### config.mk
export PLATFORM = sky130hd
export DESIGN_NAME = base64_stream_decoder_core
export DESIGN_NICKNAME = d
export VERILOG_FILES = /design/src/rtl/core/b64d_pkg.sv /design/src/rtl/core/base64_stream_decoder_core.sv /design/src/rtl/core/b64d_front.sv /design/src/rtl/core/b64d_queue.sv /design/src/rtl/core/b64d_back.sv
export SDC_FILE = /design/constraint.sdc
export NUM_CORES = 1
export LEC_CHECK = 0
export ABC_AREA = 1
export BUFFER_PORTS_ARGS = -buffer_cell sky130_fd_sc_hd__buf_4
export CAP_MARGIN = 20
export CELL_PAD_IN_SITES_DETAIL_PLACEMENT = 1
export CELL_PAD_IN_SITES_GLOBAL_PLACEMENT = 1
export CORE_ASPECT_RATIO = 1.5
export CORE_MARGIN = 4
export CORE_UTILIZATION = 40
export CTS_CLUSTER_SIZE = 12
export DETAILED_ROUTE_END_ITERATION = 8
export PLACE_DENSITY_LB_ADDON = 0.2
export RECOVER_POWER = 50
export SETUP_SLACK_MARGIN = 0.3
export SLEW_MARGIN = 0
export SYNTH_ARGS = -nofsm -noshare
export SYNTH_HDL_FRONTEND = slang
export SYNTH_SLANG_ARGS = --single-unit
### constraint.sdc
create_clock -name clock -period 4.35 [get_ports clock]
set_input_delay 0.87 -clock clock [delete_from_list [all_inputs] [get_ports clock]]
set_output_delay 0.87 -clock clock [all_outputs]
set_load 0.03 [all_outputs]
### src/rtl/core/b64d_pkg.sv
// Shared types, constants and the character map for the base64 stream decoder.
// Used by every module of the decoder; depends on nothing else.
`default_nettype none

package b64d_pkg;

   // Character codes
   localparam logic [7:0] PAD_CHAR   = 8'h3D;  // '='
   localparam logic [7:0] UPPER_A    = 8'h41;
   localparam logic [7:0] UPPER_Z    = 8'h5A;
   localparam logic [7:0] LOWER_A    = 8'h61;
   localparam logic [7:0] LOWER_Z    = 8'h7A;
   localparam logic [7:0] DIGIT_0    = 8'h30;
   localparam logic [7:0] DIGIT_9    = 8'h39;
   localparam logic [7:0] PLUS_CHAR  = 8'h2B;
   localparam logic [7:0] SLASH_CHAR = 8'h2F;
   localparam logic [5:0] PLUS_VAL   = 6'd62;
   localparam logic [5:0] SLASH_VAL  = 6'd63;
   localparam logic [7:0] LOWER_OFS  = 8'd26;
   localparam logic [7:0] DIGIT_OFS  = 8'd52;

   // Job queue between front and back
   localparam int QUEUE_DEPTH = 4;
   localparam int QUEUE_AW    = $clog2(QUEUE_DEPTH);

   typedef struct packed {
      logic [7:0] sym;
      logic       end_of_string;
   } req_type;

   typedef struct packed {
      logic [7:0] data_byte;
      logic       byte_valid;
      logic       last;
   } rsp_type;

   // One job: up to three bytes; nbytes of zero with last set is an empty end marker
   typedef struct packed {
      logic [2:0][7:0] data;
      logic [1:0]      nbytes;
      logic            last;
   } job_type;

   typedef struct packed {
      logic       hit;
      logic [5:0] value;
   } sym_map_type;

   // Alphabet lookup: A-Z, a-z, 0-9, '+', '/'
   function automatic sym_map_type map_sym(input logic [7:0] sym);
      sym_map_type m;
      logic [7:0]  t;
      m = '0;
      t = '0;
      if (sym inside {[UPPER_A:UPPER_Z]}) begin
         t = sym - UPPER_A;
         m.hit = 1'b1;
         m.value = t[5:0];
      end else if (sym inside {[LOWER_A:LOWER_Z]}) begin
         t = sym - LOWER_A + LOWER_OFS;
         m.hit = 1'b1;
         m.value = t[5:0];
      end else if (sym inside {[DIGIT_0:DIGIT_9]}) begin
         t = sym - DIGIT_0 + DIGIT_OFS;
         m.hit = 1'b1;
         m.value = t[5:0];
      end else if (sym == PLUS_CHAR) begin
         m.hit = 1'b1;
         m.value = PLUS_VAL;
      end else if (sym == SLASH_CHAR) begin
         m.hit = 1'b1;
         m.value = SLASH_VAL;
      end
      return m;
   endfunction

endpackage

`default_nettype wire

### src/rtl/core/base64_stream_decoder_core.sv
// Base64 stream decoder, top level: front end, job queue and result serializer.
// Depends on b64d_pkg, b64d_front, b64d_queue and b64d_back.
//
// Usage:
//   req channel: one character per transaction (sym, end_of_string).
//   rsp channel: one decoded byte per transaction (data_byte, byte_valid, last).
//   A group of four alphabet characters yields three bytes; at end_of_string a
//   partial group yields one or two bytes, and a string with nothing to give
//   yields one result with byte_valid 0. The final result of a string has last.
//   Other characters are skipped; the first '=' stops decoding until the end mark.
// Path: the character that completes a result writes a job into the queue; the
//   back end then loads it into the result register that drives rsp_valid.
// Throughput: one character per cycle in unless req_stall, one result per cycle
//   out unless rsp_stall. The result register moves one byte per cycle, so a
//   string with an end mark on every character runs at one per cycle.
// Stalls: the four-entry job queue absorbs results while rsp_stall is high;
//   req_stall rises only when that queue is full.
// Reset: synchronous; clears the group state, the queue and rsp_valid. No
//   clearing pass is needed; req is accepted the cycle after reset drops.
`default_nettype none

module base64_stream_decoder_core (
   input  wire logic              clock,
   input  wire logic              reset,
   input  wire logic              req_valid,
   output logic                   req_stall,
   input  wire b64d_pkg::req_type req_payload,
   output logic                   rsp_valid,
   input  wire logic              rsp_stall,
   output b64d_pkg::rsp_type      rsp_payload
);

   b64d_pkg::job_type job, head;
   logic              job_push, pop, not_empty, q_full;

   b64d_front u_front (
      .clock       (clock),
      .reset       (reset),
      .req_valid   (req_valid),
      .req_payload (req_payload),
      .q_full      (q_full),
      .req_stall   (req_stall),
      .job_push    (job_push),
      .job         (job)
   );

   b64d_queue u_queue (
      .clock     (clock),
      .reset     (reset),
      .push      (job_push),
      .push_job  (job),
      .pop       (pop),
      .head      (head),
      .not_empty (not_empty),
      .full      (q_full)
   );

   b64d_back u_back (
      .clock       (clock),
      .reset       (reset),
      .head        (head),
      .not_empty   (not_empty),
      .pop         (pop),
      .rsp_stall   (rsp_stall),
      .rsp_valid   (rsp_valid),
      .rsp_payload (rsp_payload)
   );

endmodule

`default_nettype wire

### src/rtl/core/b64d_front.sv
// Front end: accepts characters, classifies them and assembles byte jobs.
// Depends on b64d_pkg.
`default_nettype none

module b64d_front (
   input  wire logic              clock,
   input  wire logic              reset,
   input  wire logic              req_valid,
   input  wire b64d_pkg::req_type req_payload,
   input  wire logic              q_full,
   output logic                   req_stall,
   output logic                   job_push,
   output b64d_pkg::job_type      job
);

   logic [2:0][5:0]       grp_ff, grp_in;
   logic [1:0]            cnt_ff, cnt_in;
   logic                  pad_ff, pad_in;
   logic                  accept;
   logic                  full_grp;
   logic                  is_pad;
   b64d_pkg::sym_map_type map;

   assign req_stall = q_full;
   assign accept    = req_valid && !q_full;

   // Group update and job assembly
   always_comb begin
      map      = b64d_pkg::map_sym(req_payload.sym);
      is_pad   = (req_payload.sym == b64d_pkg::PAD_CHAR);
      grp_in   = grp_ff;
      cnt_in   = cnt_ff;
      pad_in   = pad_ff;
      full_grp = 1'b0;
      if (!pad_ff) begin
         if (is_pad) begin
            pad_in = 1'b1;
         end else if (map.hit) begin
            case (cnt_ff)
               2'd0: begin
                  grp_in[0] = map.value;
                  cnt_in    = 2'd1;
               end
               2'd1: begin
                  grp_in[1] = map.value;
                  cnt_in    = 2'd2;
               end
               2'd2: begin
                  grp_in[2] = map.value;
                  cnt_in    = 2'd3;
               end
               default: begin
                  full_grp = 1'b1;
                  cnt_in   = 2'd0;
               end
            endcase
         end
      end

      // Byte packing; a full group reads the held values plus the new one
      job.data[0] = {grp_in[0], grp_in[1][5:4]};
      job.data[1] = {grp_in[1][3:0], grp_in[2][5:2]};
      job.data[2] = {grp_in[2][1:0], map.value};
      job.last    = req_payload.end_of_string;
      if (full_grp) begin
         job.nbytes = 2'd3;
      end else if (req_payload.end_of_string) begin
         case (cnt_in)
            2'd3:    job.nbytes = 2'd2;
            2'd2:    job.nbytes = 2'd1;
            default: job.nbytes = 2'd0;
         endcase
      end else begin
         job.nbytes = 2'd0;
      end
      job_push = accept && (full_grp || req_payload.end_of_string);

      // End mark returns the group to empty
      if (req_payload.end_of_string) begin
         cnt_in = 2'd0;
         pad_in = 1'b0;
      end
   end

   always_ff @(posedge clock) begin
      if (reset) begin
         cnt_ff <= 2'd0;
         pad_ff <= 1'b0;
      end else if (accept) begin
         cnt_ff <= cnt_in;
         pad_ff <= pad_in;
      end
      if (accept) begin
         grp_ff <= grp_in;
      end
   end

endmodule

`default_nettype wire

### src/rtl/core/b64d_queue.sv
// Short job queue that decouples the front end from the result serializer.
// Depends on b64d_pkg.
`default_nettype none

module b64d_queue (
   input  wire logic              clock,
   input  wire logic              reset,
   input  wire logic              push,
   input  wire b64d_pkg::job_type push_job,
   input  wire logic              pop,
   output b64d_pkg::job_type      head,
   output logic                   not_empty,
   output logic                   full
);

   b64d_pkg::job_type               q_mem [b64d_pkg::QUEUE_DEPTH];
   logic [b64d_pkg::QUEUE_AW-1:0]   wptr_ff, rptr_ff;
   logic [b64d_pkg::QUEUE_AW:0]     count_ff, count_in;

   assign head      = q_mem[rptr_ff];
   assign not_empty = (count_ff != '0);
   assign full      = (count_ff == (b64d_pkg::QUEUE_AW+1)'(b64d_pkg::QUEUE_DEPTH));

   // Occupancy
   always_comb begin
      count_in = count_ff;
      if (push && !pop) begin
         count_in = count_ff + 1'b1;
      end else if (pop && !push) begin
         count_in = count_ff - 1'b1;
      end
   end

   always_ff @(posedge clock) begin
      if (reset) begin
         wptr_ff  <= '0;
         rptr_ff  <= '0;
         count_ff <= '0;
      end else begin
         if (push) wptr_ff <= wptr_ff + 1'b1;
         if (pop)  rptr_ff <= rptr_ff + 1'b1;
         count_ff <= count_in;
      end
      if (push) begin
         q_mem[wptr_ff] <= push_job;
      end
   end

endmodule

`default_nettype wire

### src/rtl/core/b64d_back.sv
// Back end: walks each queued job and presents one result per transaction.
// Depends on b64d_pkg.
`default_nettype none

module b64d_back (
   input  wire logic              clock,
   input  wire logic              reset,
   input  wire b64d_pkg::job_type head,
   input  wire logic              not_empty,
   output logic                   pop,
   input  wire logic              rsp_stall,
   output logic                   rsp_valid,
   output b64d_pkg::rsp_type      rsp_payload
);

   logic [1:0]        idx_ff, idx_in;
   logic              rsp_valid_ff;
   b64d_pkg::rsp_type rsp_ff, rsp_in;
   logic              load;
   logic              final_res;

   assign rsp_valid   = rsp_valid_ff;
   assign rsp_payload = rsp_ff;

   // Next result from the head job
   always_comb begin
      load      = not_empty && (!rsp_valid_ff || !rsp_stall);
      final_res = (head.nbytes == 2'd0) || ((idx_ff + 2'd1) == head.nbytes);
      pop       = load && final_res;
      idx_in    = final_res ? 2'd0 : idx_ff + 2'd1;
      rsp_in.byte_valid = (head.nbytes != 2'd0);
      rsp_in.data_byte  = rsp_in.byte_valid ? head.data[idx_ff] : 8'd0;
      rsp_in.last       = head.last && final_res;
   end

   always_ff @(posedge clock) begin
      if (reset) begin
         idx_ff       <= 2'd0;
         rsp_valid_ff <= 1'b0;
      end else begin
         if (load) begin
            idx_ff       <= idx_in;
            rsp_valid_ff <= 1'b1;
         end else if (!rsp_stall) begin
            rsp_valid_ff <= 1'b0;
         end
      end
      if (load) begin
         rsp_ff <= rsp_in;
      end
   end

endmodule

`default_nettype wire

**Word level (Yosys, flattened, before mapping)**

Memories as Yosys holds them, arrays and structs flattened. A register that Yosys moved wholly into a read port is not among the register bits.
Index checks and enable logic that the tools add are counted.

- $add $sub $neg: 10
- Multiply operators: 0
- Divide/modulo/power cells: 0
- Order comparisons: 7
- Equality and inequality tests: 10
- Shift operators: 0
- Mux-type cells: 37
- Bitwise operators: 0
- Reduce and logical (&&, ||, !) cells: 24

Operators with widths:

| kind | count |
|---|---|
| 18-bit two-way mux | 3 |
| 7-bit two-way mux | 5 |
| 8-bit by 6-bit equality test with 1-bit output, second input constant | 3 |
| 2-bit two-way mux | 9 |
| 6-bit two-way mux | 3 |
| 8-bit binary-select mux with 2-bit select | 1 |
| 8-bit by 7-bit greater-or-equal comparator with 1-bit output, second input constant | 2 |
| 8-bit by 7-bit <= comparator with 1-bit output, second input constant | 2 |
| 6-bit subtractor, second input constant | 2 |
| 1-bit two-way mux | 11 |
| 1-bit logical AND | 10 |
| 8-bit by 6-bit greater-or-equal comparator with 1-bit output, second input constant | 1 |
| 8-bit by 6-bit <= comparator with 1-bit output, second input constant | 1 |
| 8-bit two-way mux | 1 |
| 2-bit by 1-bit adder with 2-bit output, second input constant | 3 |
| 6-bit by 5-bit adder with 6-bit output, second input constant | 1 |
| 6-bit adder, second input constant | 1 |
| 2-bit equality test, second input constant | 3 |
| 3-bit two-way mux | 2 |
| 2-bit case mux with 3 select lines | 1 |
| 6-bit by 1-bit subtractor with 6-bit output, second input constant | 1 |
| 1-bit zero test | 5 |
| 2-bit zero test | 2 |
| 2-bit case mux with 2 select lines | 1 |
| other kinds (11) | 14 |

- Bits in registers: 41
- Bits in latches: 0
- RAM bits: 108
- Bits in read-only memories: 0
- Bits of input ports: 13
- Output and inout bits: 12
- Logic and storage cells: 102
- Memories kept: 1

Memories:

| memory | words | width | rd ports | clocked after memory_dff | wr ports | RTL line | source |
|---|---|---|---|---|---|---|---|
| u_queue.q_mem | 4 | 27 | 1 | 1 | 1 | b64d_queue.sv:16 | `b64d_pkg::job_type q_mem [b64d_pkg::QUEUE_DEPTH];` |

**Logic depth before layout (Yosys ltp)**

- Word-level depth: 15
- Mapped depth: 21
- Depth with buffers taken out: 21

**Modules after synthesis**

A second synthesis with hierarchy kept.

- Cell total of the unflattened synthesis: 649
- Area total of the unflattened synthesis: 7034.2 µm²

Modules (own cells, without submodules):

| module | instances | cells an instance | area each (µm²) | sequential area each (µm²) |
|---|---|---|---|---|
| b64d_queue | 1 | 320 | 4500.6 | 3423.3 |
| b64d_front | 1 | 243 | 1835.5 | 600.6 |
| b64d_back | 1 | 86 | 698.2 | 360.3 |

**Least setup slack after synthesis**

Ideal clock, no wire load.

- Kind: in2reg
- Start point: input port req_payload[3] (netlist name)
- End point: memory u_queue.q_mem[0][0] (netlist name), enable pin
- Setup time: 411 ps
- Data arrival time: 3251 ps
- Required time: 3939 ps
- Path slack: 688 ps
- Stages on the path: 12
- Buffers on the path: 0
- Cell sequence: inv_1 -> ha_1 -> nand2_1 -> inv_1 -> nand3_1 -> a21oi_2 -> nor2_2 -> nand3_4 -> nand2_1 -> nand2_1 -> nand2_1 -> nor2_1

- Longest elaborated chain between the ends: 13
- Elaborated cells between the ends (all ways): 24
- Those cells by class: order compare (6); eq/ne (3); mux (10); reduce/logical (5)

Ends and longest elaborated chain:

| element | RTL line | source |
|---|---|---|
| start: declaration | base64_stream_decoder_core.sv:27 | `input wire b64d_pkg::req_type req_payload,` |
| parallel branches: the longest is 7 deep, another holds 8-bit by 6-bit greater-or-equal comparator with 1-bit output | -- |  |
| 1-bit two-way mux * | b64d_front.sv:36 | `if (is_pad) begin` |
| 1-bit two-way mux * | b64d_front.sv:35 | `if (!pad_ff) begin` |
| 1-bit logical OR * | b64d_front.sv:76 | `job_push = accept && (full_grp \|\| req_payload.end_of_string);` |
| 1-bit logical AND * | b64d_front.sv:76 |  |
| 1-bit two-way mux * | b64d_queue.sv:44 | `if (push) begin` |
| 1-bit two-way mux (not written as such) * | b64d_queue.sv:45 | `q_mem[wptr_ff] <= push_job;` |
| end: declaration | b64d_queue.sv:16 |  |

Mark *: on every way between the ends.

==> impl_metrics.csv <==
group,metric,value,unit
outcome,status,"completed",
detailed_routing,wl_per_cell,19.6,µm
flow_run,max_cap_viol_count,0,
cts,insertion_delay,420,ps
power,p_leak,2.98,nW
min_path,hold_path_class,"reg -> reg",
floorplan,io_pins,25,
synth,syn_avg_cell_area,10.5,µm²
floorplan,dieWidth,115,µm
timing,post-route-period-util,83.0,%
synth,synth_edf_count,136,
setup_path,critPathMaxFanout,28,
cts,post_cts_buffers,0,
cts,tritoncts,"yes",
cts,clk_pin_slew,70,ps
synth,synth.top_cell.area_share,59.9,%
layout,final_util,46.3,%
timing,setup_ws,738,ps
detailed_routing,drt_iter0_markers,306,
floorplan,initial_core_util,40.7,%
setup_path,arrival,3930,ps
timing,timing.fmax,0.277,GHz
layout,fillers,1859,
cts,cts.sinks,151,
layout,nets,717,
detailed_routing,detail-route-antenna-nets,0,
floorplan,die_y,168,µm
layout,antennaDiodeCount,0,
synth,synthesis.area,0.00682,mm²
setup_path,path_cells,"buf_4, inv_1, clkbuf_1, nand3_1, nand2_1, o21ai_0, o21ai_2, nand3_2, ha_1, inv_1, fa_1, nor2_1, nor2_1, nand2_1, o21ai_0, a21oi_1",
synth,yosysUniqueCellTypes,35,
cts,cts-root-buf,"clkbuf_16",
floorplan,core_area,0.0168,mm²
layout,multi_input_area,0.00210,mm²
floorplan,dieArea,0.0193,mm²
setup_path,cpPeakStageDelay,1020,ps
layout,area_growth,13.8,%
setup_path,endpoint_kind,"flop",
synth,syn_nets,682,
cts,cts_buffers,17,
setup_path,cp_slowest_cell,"clkbuf_1",
layout,drive_gt1_share,9.46,%
cts,cts_hold_buf,0,
synth,synth_seq_cells,151,
setup_path,worstSetupStartpointType,"flop",
power,peakVddDrop,0.000266,V
detailed_routing,routed_wl,17800,µm
timing,worst_slew_pin_slew,1380,ps
cts,h-tree-depth,4,
synth,ys.flop_type,"edfxtp_1",
timing,finalSetupViolations,0,
setup_path,critical_path_class,"reg -> reg",
synth,synth-async-reset-ratio,0,%
synth,ys_warn_count,0,
timing,fin_crit,3610,ps
setup_path,crit_required,4660,ps
synth,syn_inst,650,
place,io_buffers,24,
power,power_density,621,mW/mm²
detailed_routing,vias,4863,
synth,synth_top_cell_by_area,"edfxtp_1",
floorplan,std_cell_rows,58,
timing,hold_viol,0,
grt,antenna_found_initial,0,
place,hpwl,11900,µm
timing,rsz0062_at_grt,"no",
layout,register_area,0.00438,mm²
detailed_routing,first_pass_iters,4,
grt,grt_overflow,0,
synth,synth_area_leaders,"edfxtp_1, nand2_1, o21ai_0",
timing,relSlewSlack,7.92,%
cts,clockBufferDepth,2,
grt,grt_start_max_net_pins,30,
grt,grt_use_total,19.5,%
cts,cts_resized,0,
detailed_routing,route.detailed.drc,0,
timing,fin_skew,11.3,ps
timing,slew_violations,0,
detailed_routing,avgViaCountPerCell,5.36,
timing,tns,0,ps
place,dp_slack,495,ps
grt,grt_pass1_wl,28600,µm
grt,grt_pass1_vias,5407,
synth,seq_area_frac_synth,64.3,%
place,gp_congestion,0.824,
layout make-up:
type | count | area share (%)
Clock inverter | 15 | 2.03
Timing Repair Buffer | 35 | 2.71
Tap cell | 210 | 3.38
Inverter | 59 | 2.88
Sequential cell | 151 | 56.5
Multi-Input combinational cell | 421 | 27.0
Clock buffer | 17 | 5.48
critical path: cells and delay by family, from the launching register on:
kind,cells,cell delay [ps]
buf+inv,4,1520
simple gates,6,760
fa+ha+maj,2,470
compound gates,4,460
flops,1,300
metrics by stage:
stage               power, mW  hold WS (ps)  instance area, µm²  cells
floorplan                2.93           459                6820    650
global placement         3.41           473                7270    876
detailed placement       3.48           495                7270    876
CTS                      4.94           506                7850    908
global route             5.12           544                7760    908
finish                   4.82           503                7760    908
sequential cells by signal, summed over array words and instances (netlist names), 2 cells and up, named ones only:
name / flops
u_queue.q_mem: 108
u_queue.wptr_ff: 2
u_queue.rptr_ff: 2
u_back.rsp_payload: 10
u_queue.count_ff: 3
u_back.idx_ff: 2
u_front.cnt_ff: 2
u_front.grp_ff: 18
synth_stat cells (2+ instances only):
cell      number
edfxtp_1     136
nand2_1      132
o21ai_0       81
nor2_1        79
inv_1         55
nand3_1       35
o22ai_1       24
ha_1          18
dfxtp_1       15
clkbuf_1      14
a21oi_1       13
xor2_1         8
nand4_1        6
nor2_2         6
buf_2          3
o211ai_1       3
buf_6          2
inv_2          2
o21ai_1        2
path summary, 6_finish.rpt:
kind	slack, ps	start	to	cells past startpoint
setup / recovery	740	flop	u_queue.count_ff[2]$_SDFFE_PP0P_	16
hold / removal	500	u_queue.count_ff[1]$_SDFFE_PP0P_	u_queue.count_ff[1]$_SDFFE_PP0P_	2
setup reg to reg	740	flop	u_queue.count_ff[2]$_SDFFE_PP0P_	16
hold reg to reg	500	u_queue.count_ff[1]$_SDFFE_PP0P_	u_queue.count_ff[1]$_SDFFE_PP0P_	2
cells by family after synthesis:
kind of cell             share of synthesized area, %
AND/OR/NAND/NOR                                  16.4
flip-flops                                       64.3
AO/OA/AOI/OAI                                    9.94
buffers and inverters                            4.60
adder cells (fa/ha/maj)                          3.60
XOR/XNOR                                         1.16
placed cells by master, fill, tap and decap left out, types with 2 or more instances in the layout:
cell        count
edfxtp_1      136
nand2_1       134
o21ai_0        82
nor2_1         78
inv_1          55
nand3_1        36
o22ai_1        24
buf_4          21
ha_1           18
clkbuf_16      17
dfxtp_1        15
a21oi_1        14
clkbuf_1       14
xor2_1          8
nor2_2          7
nand4_1         6
inv_8           5
inv_6           4
o211ai_1        3
clkinv_1        2
inv_2           2
clkinvlp_4      2
clkinv_4        2
layer usage:
metal / part of all wire [%] / wire [µm] / global-route usage (%)
met5: 0 / 0 / 0
met4: 2.4 / 432 / 8.58
met3: 3.7 / 658 / 3.16
met2: 55 / 9820 / 35.7
met1: 39 / 6860 / 21.9
power by group:
group / total (mW) / leakage (nW) / switching (mW) / internal [mW]
registers: 1.93 / 1.39 / 0.0602 / 1.87
logic: 1.44 / 1.31 / 1.06 / 0.374
clock network: 1.45 / 0.282 / 0.636 / 0.813
Note: power is estimated with default switching activity, not from simulation.
